<file path="config.mk">
export PLATFORM = sky130hd
export DESIGN_NAME = moving_average_tap_filter_core_flat
export DESIGN_NICKNAME = d
export VERILOG_FILES = /design/src/sv/maf_pkg.sv /design/src/sv/maf_if.sv /design/src/sv/maf_cell.sv /design/src/sv/maf_div.sv /design/src/sv/moving_average_tap_filter_core.sv /design/src/flat_wrapper.sv
export SDC_FILE = /design/constraint.sdc
export NUM_CORES = 2
export LEC_CHECK = 0
export ABC_CLOCK_PERIOD_IN_PS = 14400
export BUFFER_PORTS_ARGS = -buffer_cell sky130_fd_sc_hd__clkbuf_2
export CAP_MARGIN = 25
export CORE_MARGIN = 4
export CORE_UTILIZATION = 55
export DETAILED_ROUTE_END_ITERATION = 10
export HOLD_SLACK_MARGIN = 0.06
export PLACE_DENSITY = 0.71
export SLEW_MARGIN = 5
export SYNTH_ARGS = -nofsm -noshare
export SYNTH_HDL_FRONTEND = slang
export SYNTH_HIERARCHICAL = 1
export SYNTH_SLANG_ARGS = --single-unit
</file>
<file path="constraint.sdc">
create_clock -name clk -period 14.4 [get_ports clk]
set_clock_uncertainty 0.15 [all_clocks]
set_input_delay 0 -clock clk [delete_from_list [all_inputs] [get_ports clk]]
set_output_delay 0 -clock clk [all_outputs]
set_load 0.01 [all_outputs]
</file>
<file path="src/sv/maf_pkg.sv">
// Shared constants, register codes and types of the moving-average tap filter.
// No dependencies; every other file of the block uses this package.
`default_nettype none

package maf_pkg;

	// Sizing of the delay line and the sample path
	localparam int MAX_TAPS     = 64;
	localparam int SAMPLE_BITS  = 16;
	localparam int LENGTHNOTSET = 0;

	localparam int CNT_W     = $clog2(MAX_TAPS);
	localparam int LEN_W     = 7;
	localparam int TAP_W     = 8;
	localparam int SCALE_W   = 16;
	localparam int FRAC_BITS = 8;
	localparam int MEAN_W    = SAMPLE_BITS + FRAC_BITS;
	localparam int PROD_W    = MEAN_W + SCALE_W;
	localparam int SCALED_W  = PROD_W - 1;
	localparam int DIFF_W    = SAMPLE_BITS + 1;
	localparam int SUM_W     = SAMPLE_BITS + CNT_W;
	localparam int DVD_W     = SUM_W + FRAC_BITS;

	// Configuration port
	localparam int CFG_IDX_W  = 4;
	localparam int CFG_DATA_W = 16;

	localparam logic [CFG_IDX_W-1:0] REG_WINDOW_LENGTH = CFG_IDX_W'(0);
	localparam logic [CFG_IDX_W-1:0] REG_READOUT_TAP   = CFG_IDX_W'(1);
	localparam logic [CFG_IDX_W-1:0] REG_DERIV_LAG     = CFG_IDX_W'(2);
	localparam logic [CFG_IDX_W-1:0] REG_MEAN_SCALE    = CFG_IDX_W'(3);

	typedef logic signed [SAMPLE_BITS-1:0] sample_t;

	// Per-cycle command broadcast to every delay-line cell
	typedef struct packed {
		logic clear;
		logic shift;
		logic rotate;
	} cell_ctl_t;

	// Divider request and response
	typedef struct packed {
		logic             start;
		logic [DVD_W-1:0] dividend;
		logic [LEN_W-1:0] divisor;
	} div_req_t;

	typedef struct packed {
		logic             done;
		logic [DVD_W-1:0] quotient;
	} div_rsp_t;

endpackage

`default_nettype wire

</file>
<file path="src/sv/maf_if.sv">
// Valid/ready channel interfaces for samples, results and configuration writes.
// Depends on maf_pkg for field widths.
`default_nettype none

interface maf_in_if;
	logic             valid;
	logic             ready;
	maf_pkg::sample_t sample;

	modport source (output valid, output sample, input ready);
	modport sink   (input valid, input sample, output ready);
endinterface

interface maf_out_if;
	logic                                valid;
	logic                                ready;
	logic signed [maf_pkg::MEAN_W-1:0]   mean;
	logic signed [maf_pkg::SCALED_W-1:0] scaled_mean;
	logic signed [maf_pkg::SAMPLE_BITS-1:0] tap_value;
	logic                                tap_ok;
	logic signed [maf_pkg::DIFF_W-1:0]   difference;
	logic                                difference_ok;
	logic                                active;

	modport source (output valid, output mean, output scaled_mean, output tap_value,
		output tap_ok, output difference, output difference_ok, output active,
		input ready);
	modport sink   (input valid, input mean, input scaled_mean, input tap_value,
		input tap_ok, input difference, input difference_ok, input active,
		output ready);
endinterface

interface maf_cfg_if;
	logic                               valid;
	logic                               ready;
	logic [maf_pkg::CFG_IDX_W-1:0]      index;
	logic [maf_pkg::CFG_DATA_W-1:0]     data;

	modport source (output valid, output index, output data, input ready);
	modport sink   (input valid, input index, input data, output ready);
endinterface

`default_nettype wire

</file>
<file path="src/sv/maf_cell.sv">
// One delay-line cell: holds a sample, shifts from the newer-side neighbor or
// rotates from the older-side neighbor. Depends on maf_pkg.
`default_nettype none

module maf_cell (
	input  logic               clk,
	input  logic               arst_n,
	input  maf_pkg::cell_ctl_t ctl,
	input  maf_pkg::sample_t   prev_data,
	input  maf_pkg::sample_t   next_data,
	output maf_pkg::sample_t   data
);
	import maf_pkg::*;

	sample_t data_q;

	// Clear, shift in a new sample, or rotate the ring by one place
	always_ff @(posedge clk or negedge arst_n) begin
		if (!arst_n) begin
			data_q <= '0;
		end else if (ctl.clear) begin
			data_q <= '0;
		end else if (ctl.shift) begin
			data_q <= prev_data;
		end else if (ctl.rotate) begin
			data_q <= next_data;
		end
	end

	assign data = data_q;

endmodule

`default_nettype wire

</file>
<file path="src/sv/maf_div.sv">
// Restoring divider, one quotient bit per cycle, for the window mean.
// Depends on maf_pkg for the dividend and divisor widths.
`default_nettype none

module maf_div (
	input  logic              clk,
	input  logic              arst_n,
	input  maf_pkg::div_req_t req,
	output maf_pkg::div_rsp_t rsp
);
	import maf_pkg::*;

	localparam int STEP_W = $clog2(DVD_W);

	logic [DVD_W-1:0]  dvd_q;
	logic [LEN_W-1:0]  rem_q;
	logic [LEN_W-1:0]  dsr_q;
	logic [STEP_W-1:0] step_q;
	logic              busy_q;
	logic              done_q;
	logic [LEN_W:0]    trial;
	logic              fits;

	// Trial subtract of the divisor from the partial remainder
	always_comb begin
		trial = {rem_q, dvd_q[DVD_W-1]};
		fits  = trial >= {1'b0, dsr_q};
	end

	// Step count and completion pulse
	always_ff @(posedge clk or negedge arst_n) begin
		if (!arst_n) begin
			busy_q <= 1'b0;
			done_q <= 1'b0;
			step_q <= '0;
		end else begin
			done_q <= 1'b0;
			if (req.start) begin
				busy_q <= 1'b1;
				step_q <= '0;
			end else if (busy_q) begin
				step_q <= step_q + 1'b1;
				if (step_q == STEP_W'(DVD_W - 1)) begin
					busy_q <= 1'b0;
					done_q <= 1'b1;
				end
			end
		end
	end

	// Shift the dividend out and the quotient bits in
	always_ff @(posedge clk) begin
		if (req.start) begin
			dvd_q <= req.dividend;
			dsr_q <= req.divisor;
			rem_q <= '0;
		end else if (busy_q) begin
			rem_q <= fits ? LEN_W'(trial - {1'b0, dsr_q}) : trial[LEN_W-1:0];
			dvd_q <= {dvd_q[DVD_W-2:0], fits};
		end
	end

	assign rsp.done     = done_q;
	assign rsp.quotient = dvd_q;

endmodule

`default_nettype wire

</file>
<file path="src/sv/moving_average_tap_filter_core.sv">
// Moving-average tap filter: each sample beat is shifted into a delay line of
// MAX_TAPS cells (64) and yields one result beat with the window mean (8
// fraction bits, truncated toward zero), the mean times mean_scale, one chosen
// tap and the newest sample minus a lagged tap. For each item the cell ring is
// rotated once through all cells to pick out the leaving sample and the two
// taps, then the sum is updated as the sample is shifted in, the restoring
// divider works out the mean one quotient bit per cycle, the product is
// formed and the result beat is loaded. A result that still waits on the
// output register at that point holds the item until it is taken. The next
// sample is taken only after the result beat is loaded. With window_length 0
// the sequencer goes straight to loading the all-zero result once the output
// register is free.
// The block takes the next sample while a result still waits on the output
// register. A window_length write clears the delay line at once; the
// configuration port is always ready. Depends on maf_pkg, maf_if, maf_cell
// and maf_div.
`default_nettype none

module moving_average_tap_filter_core (
	input logic        clk,
	input logic        arst_n,
	maf_in_if.sink     samples,
	maf_out_if.source  results,
	maf_cfg_if.sink    cfg
);
	import maf_pkg::*;

	localparam logic [2:0] ST_IDLE = 3'd0;
	localparam logic [2:0] ST_ROT  = 3'd1;
	localparam logic [2:0] ST_SUM  = 3'd2;
	localparam logic [2:0] ST_DIV  = 3'd3;
	localparam logic [2:0] ST_MUL  = 3'd4;
	localparam logic [2:0] ST_DONE = 3'd5;

	// Configuration registers
	logic [LEN_W-1:0]          wlen_q;
	logic [TAP_W-1:0]          rtap_q;
	logic [TAP_W-1:0]          lag_q;
	logic signed [SCALE_W-1:0] scale_q;

	// Control
	logic [2:0]       state_q;
	logic [CNT_W-1:0] cnt_q;
	logic             zero_q;
	logic             out_valid_q;

	// Item datapath
	sample_t                  sample_q;
	sample_t                  leave_q;
	sample_t                  tapv_q;
	sample_t                  lagv_q;
	logic                     neg_q;
	logic signed [SUM_W-1:0]  sum_q;
	logic signed [MEAN_W-1:0] mean_q;
	logic signed [PROD_W-1:0] prod_q;

	// Output register
	logic signed [MEAN_W-1:0]      mean_o;
	logic signed [SCALED_W-1:0]    scaled_o;
	logic signed [SAMPLE_BITS-1:0] tap_o;
	logic                          tap_ok_o;
	logic signed [DIFF_W-1:0]      diff_o;
	logic                          diff_ok_o;
	logic                          active_o;

	logic                    in_take;
	logic                    clear_store;
	logic [LEN_W-1:0]        eff_len;
	logic                    hit_leave;
	logic                    hit_tap;
	logic                    hit_lag;
	logic signed [SUM_W-1:0] sum_nxt;
	logic [SUM_W-1:0]        sum_mag;
	logic                    out_free;
	logic                    tap_in;
	logic                    lag_in;
	sample_t                 tap_src;
	sample_t                 lag_src;
	logic                    sat;
	cell_ctl_t               cell_ctl;
	div_req_t                div_req;
	div_rsp_t                div_rsp;
	sample_t                 cell_data [MAX_TAPS];

	assign samples.ready = (state_q == ST_IDLE);
	assign in_take       = samples.valid && samples.ready;
	assign cfg.ready     = 1'b1;
	assign clear_store   = cfg.valid && (cfg.index == REG_WINDOW_LENGTH);

	// Clamp the window length to the delay-line depth
	always_comb begin
		eff_len = (int'(wlen_q) > MAX_TAPS) ? LEN_W'(MAX_TAPS) : wlen_q;
	end

	// Register writes
	always_ff @(posedge clk or negedge arst_n) begin
		if (!arst_n) begin
			wlen_q  <= LEN_W'(LENGTHNOTSET);
			rtap_q  <= TAP_W'(1);
			lag_q   <= TAP_W'(1);
			scale_q <= SCALE_W'(1);
		end else if (cfg.valid) begin
			case (cfg.index)
				REG_WINDOW_LENGTH: wlen_q  <= cfg.data[LEN_W-1:0];
				REG_READOUT_TAP:   rtap_q  <= cfg.data[TAP_W-1:0];
				REG_DERIV_LAG:     lag_q   <= cfg.data[TAP_W-1:0];
				REG_MEAN_SCALE:    scale_q <= signed'(cfg.data[SCALE_W-1:0]);
				default: ;
			endcase
		end
	end

	// Delay-line ring: cell 0 holds the newest sample
	assign cell_ctl.clear  = clear_store;
	assign cell_ctl.shift  = (state_q == ST_SUM);
	assign cell_ctl.rotate = (state_q == ST_ROT);

	for (genvar i = 0; i < MAX_TAPS; i++) begin : g_cell
		sample_t prev_d;
		sample_t next_d;
		if (i == 0) begin : g_head
			assign prev_d = sample_q;
		end else begin : g_body
			assign prev_d = cell_data[i-1];
		end
		if (i == MAX_TAPS - 1) begin : g_wrap
			assign next_d = cell_data[0];
		end else begin : g_link
			assign next_d = cell_data[i+1];
		end
		maf_cell u_cell (
			.clk       (clk),
			.arst_n    (arst_n),
			.ctl       (cell_ctl),
			.prev_data (prev_d),
			.next_data (next_d),
			.data      (cell_data[i])
		);
	end

	// Old tap k passes cell 0 at rotation count k; new tap k is old tap k-1
	always_comb begin
		hit_leave = int'(cnt_q) == int'(eff_len) - 1;
		hit_tap   = int'(cnt_q) == int'(rtap_q) - 1;
		hit_lag   = int'(cnt_q) == int'(lag_q) - 1;
	end

	// Running sum and divider operand
	always_comb begin
		sum_nxt = sum_q - SUM_W'(leave_q) + SUM_W'(sample_q);
		sum_mag = sum_nxt[SUM_W-1] ? SUM_W'(-sum_nxt) : SUM_W'(sum_nxt);
	end

	assign div_req.start    = (state_q == ST_SUM);
	assign div_req.dividend = {sum_mag, {FRAC_BITS{1'b0}}};
	assign div_req.divisor  = eff_len;

	maf_div u_div (
		.clk    (clk),
		.arst_n (arst_n),
		.req    (div_req),
		.rsp    (div_rsp)
	);

	// Sequencer
	always_ff @(posedge clk or negedge arst_n) begin
		if (!arst_n) begin
			state_q <= ST_IDLE;
			cnt_q   <= '0;
			zero_q  <= 1'b0;
		end else begin
			case (state_q)
				ST_IDLE: begin
					if (in_take) begin
						cnt_q <= '0;
						if (eff_len == LEN_W'(LENGTHNOTSET)) begin
							zero_q  <= 1'b1;
							state_q <= ST_DONE;
						end else begin
							zero_q  <= 1'b0;
							state_q <= ST_ROT;
						end
					end
				end
				ST_ROT: begin
					cnt_q <= cnt_q + 1'b1;
					if (cnt_q == CNT_W'(MAX_TAPS - 1)) begin
						state_q <= ST_SUM;
					end
				end
				ST_SUM: state_q <= ST_DIV;
				ST_DIV: begin
					if (div_rsp.done) begin
						state_q <= ST_MUL;
					end
				end
				ST_MUL: state_q <= ST_DONE;
				ST_DONE: begin
					if (out_free) begin
						state_q <= ST_IDLE;
					end
				end
				default: state_q <= ST_IDLE;
			endcase
		end
	end

	// Window sum, cleared with the delay line
	always_ff @(posedge clk or negedge arst_n) begin
		if (!arst_n) begin
			sum_q <= '0;
		end else if (clear_store) begin
			sum_q <= '0;
		end else if (state_q == ST_SUM) begin
			sum_q <= sum_nxt;
		end
	end

	// Capture operands as the ring turns, then mean and product
	always_ff @(posedge clk) begin
		if (in_take) begin
			sample_q <= samples.sample;
		end
		if (state_q == ST_ROT) begin
			if (hit_leave) leave_q <= cell_data[0];
			if (hit_tap)   tapv_q  <= cell_data[0];
			if (hit_lag)   lagv_q  <= cell_data[0];
		end
		if (state_q == ST_SUM) begin
			neg_q <= sum_nxt[SUM_W-1];
		end
		if (state_q == ST_DIV && div_rsp.done) begin
			mean_q <= neg_q ? -signed'(div_rsp.quotient[MEAN_W-1:0])
			                : signed'(div_rsp.quotient[MEAN_W-1:0]);
		end
		if (state_q == ST_MUL) begin
			prod_q <= PROD_W'(scale_q) * PROD_W'(mean_q);
		end
	end

	// Result fields
	always_comb begin
		out_free = !out_valid_q || results.ready;
		tap_in   = int'(rtap_q) < int'(eff_len);
		lag_in   = int'(lag_q) < int'(eff_len);
		tap_src  = (rtap_q == '0) ? sample_q : tapv_q;
		lag_src  = (lag_q == '0) ? sample_q : lagv_q;
		sat      = !prod_q[PROD_W-1] && prod_q[PROD_W-2];
	end

	// Output register: hold until taken, load when free
	always_ff @(posedge clk or negedge arst_n) begin
		if (!arst_n) begin
			out_valid_q <= 1'b0;
		end else if (state_q == ST_DONE && out_free) begin
			out_valid_q <= 1'b1;
		end else if (results.ready) begin
			out_valid_q <= 1'b0;
		end
	end

	always_ff @(posedge clk) begin
		if (state_q == ST_DONE && out_free) begin
			if (zero_q) begin
				mean_o    <= '0;
				scaled_o  <= '0;
				tap_o     <= '0;
				tap_ok_o  <= 1'b0;
				diff_o    <= '0;
				diff_ok_o <= 1'b0;
				active_o  <= 1'b0;
			end else begin
				mean_o    <= mean_q;
				scaled_o  <= sat ? {1'b0, {(SCALED_W-1){1'b1}}} : prod_q[SCALED_W-1:0];
				tap_o     <= tap_in ? tap_src : '0;
				tap_ok_o  <= tap_in;
				diff_o    <= lag_in ? (DIFF_W'(sample_q) - DIFF_W'(lag_src)) : '0;
				diff_ok_o <= lag_in;
				active_o  <= 1'b1;
			end
		end
	end

	assign results.valid         = out_valid_q;
	assign results.mean          = mean_o;
	assign results.scaled_mean   = scaled_o;
	assign results.tap_value     = tap_o;
	assign results.tap_ok        = tap_ok_o;
	assign results.difference    = diff_o;
	assign results.difference_ok = diff_ok_o;
	assign results.active        = active_o;

endmodule

`default_nettype wire

</file>
<file path="src/flat_wrapper.sv">
// flat-port wrapper written by rule: the top's interface ports become plain ports
module moving_average_tap_filter_core_flat import maf_pkg::*;
  (clk, arst_n, samples_valid, samples_sample, samples_ready, results_valid, results_mean, results_scaled_mean, results_tap_value, results_tap_ok, results_difference, results_difference_ok, results_active, results_ready, cfg_valid, cfg_index, cfg_data, cfg_ready);
  maf_in_if samples_i ();
  maf_out_if results_i ();
  maf_cfg_if cfg_i ();
  input logic clk;
  input logic arst_n;
  input wire logic [$bits(samples_i.valid)-1:0] samples_valid;
  input wire logic [$bits(samples_i.sample)-1:0] samples_sample;
  output wire logic [$bits(samples_i.ready)-1:0] samples_ready;
  output wire logic [$bits(results_i.valid)-1:0] results_valid;
  output wire logic [$bits(results_i.mean)-1:0] results_mean;
  output wire logic [$bits(results_i.scaled_mean)-1:0] results_scaled_mean;
  output wire logic [$bits(results_i.tap_value)-1:0] results_tap_value;
  output wire logic [$bits(results_i.tap_ok)-1:0] results_tap_ok;
  output wire logic [$bits(results_i.difference)-1:0] results_difference;
  output wire logic [$bits(results_i.difference_ok)-1:0] results_difference_ok;
  output wire logic [$bits(results_i.active)-1:0] results_active;
  input wire logic [$bits(results_i.ready)-1:0] results_ready;
  input wire logic [$bits(cfg_i.valid)-1:0] cfg_valid;
  input wire logic [$bits(cfg_i.index)-1:0] cfg_index;
  input wire logic [$bits(cfg_i.data)-1:0] cfg_data;
  output wire logic [$bits(cfg_i.ready)-1:0] cfg_ready;
  assign samples_i.valid = samples_valid;
  assign samples_i.sample = samples_sample;
  assign samples_ready = samples_i.ready;
  assign results_valid = results_i.valid;
  assign results_mean = results_i.mean;
  assign results_scaled_mean = results_i.scaled_mean;
  assign results_tap_value = results_i.tap_value;
  assign results_tap_ok = results_i.tap_ok;
  assign results_difference = results_i.difference;
  assign results_difference_ok = results_i.difference_ok;
  assign results_active = results_i.active;
  assign results_i.ready = results_ready;
  assign cfg_i.valid = cfg_valid;
  assign cfg_i.index = cfg_index;
  assign cfg_i.data = cfg_data;
  assign cfg_ready = cfg_i.ready;
  moving_average_tap_filter_core u_core (.clk(clk), .arst_n(arst_n), .samples(samples_i), .results(results_i), .cfg(cfg_i));
endmodule
</file>
Yosys cells after proc, flatten, opt, wreduce, memory -nomap -nowiden
Cells that the tools add are included.

word-level totals
  input bits = 41
  bits in registers = 1,375
  output and inout port bits = 102

operators by class
  $add $sub $neg = 11
  bitwise logic cells = 2
  reduce and logical (&&, ||, !) cells = 31
  equality and inequality tests = 17
  muxes and demuxes = 223
  $lt $le $gt $ge = 4
  multiply operators = 1

operators by type and width
  kind                   number
  $mux W16               194
  $eq A7 B32 Y1          3
  $mux W22               3
  $mux W30               2
  $mul A16 B24 Y40       1
  $mux W38               1
  $mux W24               1
  $neg A24 Y24           1
  $add A22 B16 Y22       1
  $neg A22 Y22           1
  $sub A22 B16 Y22       1
  $pmux W3 S6            1
  $reduce_and A2 Y1      9
  $sub A8 B1 Y9 const B  2
  $sub A16 B16 Y17       1
  $logic_not A8 Y1       2
  $lt A8 B7 Y1           2
  $mux W3                5
  $mux W7                2
  $pmux W6 S2            1
  $mux W1                10
  $mux W5                2
  $eq A4 B2 Y1 const B   2
  $ge A8 B7 Y1           1
  other kinds (25)       40

Logic depth before layout (Yosys ltp)
  depth after elaboration = 6
  mapped depth = 24
  gate-level depth less buffers = 23

Hierarchy
Netlist, hierarchy kept.

by module, submodules not included
  module                          times used  cells an instance  area each (µm²)  sequential area each (µm²)
  maf_cell                        64          71                 885.8            400.4
  moving_average_tap_filter_core  1           2,886              28,904.0         8,652.0
  maf_div                         1           203                2,605.0          1,426.4

Worst setup path before layout
OpenSTA, ideal clock, no wires.

  kind = register to register
  start point = register u_core.state_q[2]
  end point = register u_core.g_cell[0].u_cell.data_q[10]
  setup time = 87 ps
  required time = 14,163 ps
  cell stages (with the launch flop) = 9
  clock period less this slack = 10,553 ps
  arrival = 10,316 ps
  slack = 3,847 ps
  path through = dfrtp_1 clkbuf_1 nor2_1 nand2_1 clkinv_1 clkbuf_1 inv_1 buf_4 a211oi_2

RTL lines
  element                 RTL line                               source
  start, declared         moving_average_tap_filter_core.sv:42   logic [2:0] state_q;
  start signal, assigned  moving_average_tap_filter_core.sv:168  state_q <= ST_IDLE;
  start signal, assigned  moving_average_tap_filter_core.sv:178  state_q <= ST_DONE;
  start signal, assigned  moving_average_tap_filter_core.sv:181  state_q <= ST_ROT;
  end signal, assigned    maf_cell.sv:24                         data_q <= prev_data;
  end signal, assigned    maf_cell.sv:26                         data_q <= next_data;
  end, declared           maf_cell.sv:15                         sample_t data_q;

Final worst setup path
  start point = register u_core.scale_q[6]
  end point = register u_core.prod_q[34] (data pin)

between the ends
  longest elaborated chain between the ends = 1

RTL lines
  element                 RTL line                               source
  start, declared         moving_average_tap_filter_core.sv:39   logic signed [SCALE_W-1:0] scale_q;
  start signal, assigned  moving_average_tap_filter_core.sv:107  REG_MEAN_SCALE: scale_q <= signed'(cfg.data[SCALE_W-1:0]);
  $mul A16 B24 Y40        moving_average_tap_filter_core.sv:237  prod_q <= PROD_W'(scale_q) * PROD_W'(mean_q);
  end signal, assigned    moving_average_tap_filter_core.sv:237
  end, declared           moving_average_tap_filter_core.sv:55   logic signed [PROD_W-1:0] prod_q;

No other way between the ends.
A chain may end at the register's enable or synchronous reset.

==> reports/summary.txt <==
vias in the first global route = 58500
post-DR vias/cell = 5.77
Top FF cell, synth = dfrtp_1
Residual DRC = 0
Max stage delay on crit path = 1080 ps
placed cell count = 9412
die width = 408 um
Port Buffers = 141
syn_area_per_cell = 11.6 um^2
H-tree depth = 4
Critical path buffers and inverters = 4
routability cong. = 0.883
Worst Setup Path Type = flop to flop
Area contributors post-synth = dfrtp_1 31%, mux2i_1 12%, a211oi_2 9.1%
critical path startpoint category = flop
Worst-Skew Late Latency = 790 ps
setup violators final = 0
Crit path top cell by count = fa_1
R2R depth = 20
min Tclk post-route = 7400 ps
postcts setup bufs = 0
hold_buf cts = 84
crit path DAT = 7770 ps
Fin Setup TNS = 0 ps
register area = 35700 um^2
antenna-violating nets left = 0
Post-Syn Instances = 7633
post_cts resized = 0
CTS tree = yes
initial DRC count = 4598
largest net degree at the start of global routing = 251
fin. max-slew vios = 0
unrepaired setup endpoints after global routing = no
max-slew headroom at the worst pin = 22.9%
Longest Clk Path Bufs = 3
Worst R2R End = u_core/prod_q[34]
Max Cap Viol = 0
reg-to-reg setup timing slack = 7000 ps
Total GRT Usage = 24.0%
final non-filler cell total = 9777
Worst-Margin Slew = 1160 ps
initial core utilization = 55.5%
crit path max fanout = 25
CP top delay family = adder cells
synthesized area = 88200 um^2
leading cell type in the layout, fill and taps excluded = dfrtp_1
Synth top area share = 31.2%
Layout Nets = 8190
clock root cell = clkbuf_16
Layout Utilization = 59.5%
die height = 408 um
Crit. End Element = flop
CP max-delay cell = dfrtp_1
layout cell share with drive strength beyond 1 = 15.5%
most frequent cells in the layout = 1099 x dfrtp_1, 1061 x nor2b_1, 1042 x mux2i_1
CTS Buf Count = 153
grt ovf = 0
FMAX = 135 MHz
CP required = 14760 ps
sequential area share after synthesis = 40.5%
Multi-input gate area = 46400 um^2
YS warnings = 6
via count = 56400
outcome = completed
Area growth syn-to-layout = 7.20%
antenna violations before repair = 14
clk slew on worst S/H paths = 60 ps
crit-path cells = and2_1 > fa_1 > inv_1 > fa_1 > fa_1 > inv_1 > fa_1 > fa_1 > inv_1 > fa_1 > inv_1 > ha_1 > a2111oi_0 > nand3_1 > a41oi_1 > nor3_1 > a31o_2 > a41oi_1 > a21boi_0 > xor2_1
Core ar. = 159000 um^2
Final period util = 51.4%
HPWL after DPL = 131000 um
global-route wire length before repair = 330000 um
Top Ports = 143
synth unique cells = 91
routed len/inst = 20.6 um
HP Class = input port to async pin
Fillers = 13000
Async S/R FF share, synth = 80.2%
number of synthesized flops with an enable pin = 265
reg-to-reg startpoint = u_core/scale_q[6]
die area = 167000 um^2
clock sink count = 1375
synthesized flop and latch total = 1375
final hold violations = 0
FP Rows = 146
hold_ws = 230 ps
routed wire length = 201000 um
DRT Pass-1 Iters = 5
Synth area leader = dfrtp_1
[worst max-delay path by stage]
stage	start	end	slack (ps)	cells after the start
4_1_cts	u_core/scale_q[1]	u_core/prod_q[31]	6940	19
6_report	u_core/scale_q[6]	u_core/prod_q[34]	7000	20
3_3_place_gp	u_core/scale_q[1]	u_core/prod_q[35]	7050	21
3_5_place_dp	u_core/scale_q[1]	u_core/prod_q[35]	6950	19
2_1_floorplan	u_core/state_q[2]	u_core/g_cell[0].u_cell/data[10]	3850	8
5_1_grt	u_core/scale_q[2]	u_core/prod_q[34]	6720	19
[area by class of cell]
class	instances	share of cell area (%)
flip-flops and latches	1375	37.8
clock buffers	224	4.78
clock inverters	43	0.453
multi-input cells	5124	49.1
inverters	642	2.56
repair buffers	293	2.61
well taps	2072	2.74
diodes	4	0.0106
[registers in the layout (all words and copies together), names as in the netlist, 3 cells and up]
name and cells:
u_core/u_div/dvd_q 30, u_core/u_div/rem_q 7, u_core/results.difference 17, u_core/mean_q 24
u_core/state_q 3, u_core/leave_q 16, u_core/sum_q 22, u_core/u_div/step_q 5
u_core/scale_q 16, u_core/g_cell.prev_d 16, u_core/tapv_q 16, u_core/results.scaled_mean 39
u_core/lag_q 8, u_core/prod_q 40, u_core/wlen_q 7, u_core/cnt_q 6
u_core/u_div/dsr_q 7, u_core/results.mean 24, u_core/g_cell.u_cell/data 1024, u_core/results.tap_value 16
u_core/rtap_q 8, u_core/lagv_q 16
[metal layers]
layer	vias to the layer above	wire length, um	track usage, %
li1	26300	-	-
met1	28700	96400	36.1
met2	1110	91000	37.0
met3	274	9610	3.56
met4	0	4050	5.69
met5	-	0	0
[stage by stage]
| step | worst slack [ps] | instance area (um^2) |
|---|---|---|
| after global routing | 6720 | 94500 |
| after CTS | 6940 | 94300 |
| after global placement | 7050 | 88400 |
| after floorplan | 3850 | 88200 |
| after detailed placement | 6950 | 88500 |
| final | 7000 | 94600 |
[kinds of logic after synthesis]
logic type,count (synthesis),synth area share [%]
AO/OA/AOI/OAI,1358,14.9
XOR/XNOR,139,1.38
adder cells (fa/ha/maj),560,11.3
buffers and inverters,1141,6.98
flip-flops,1375,40.5
multiplexers,1107,12.7
other,2,0.00851
AND/OR/NAND/NOR,1951,12.3
[worst register-to-register path: cells and delay by family (launching register included)]
kind                     cells  cell delay, ps
XOR/XNOR                     1             180
AO/OA/AOI/OAI                5            1680
buffers and inverters        4             240
adder cells (fa/ha/maj)      7            3210
flip-flops                   1            1080
AND/OR/NAND/NOR              3             580
[synthesized netlist by cell type, types with 8 or more instances]
cell type     n
nand3_1      24
dfrtp_1    1100
xnor2_1     101
buf_12       64
mux2_2       65
a211oi_2    642
inv_1       637
buf_1        75
nor2_1      185
a41oi_1       8
fa_1        397
buf_4        66
or2_2        10
nor4_1        8
mux2i_1    1042
nor3_1       39
and2_1      159
a21o_1       36
xor2_1       38
a31oi_1      13
ha_1        163
o21ai_0      66
buf_6        67
nand2b_1     29
or3_1        12
o21a_1       11
buf_2        69
a21oi_1      87
nand4_1      14
o31ai_1      12
clkbuf_1    158
edfxtp_1    265
and3_1       14
nand2_1     361
nor3b_1       9
nor2b_1    1062
a211oi_1    401
Power is not shown: default switching activity piles up to over one toggle a cycle in this logic, so the estimate is an artifact.
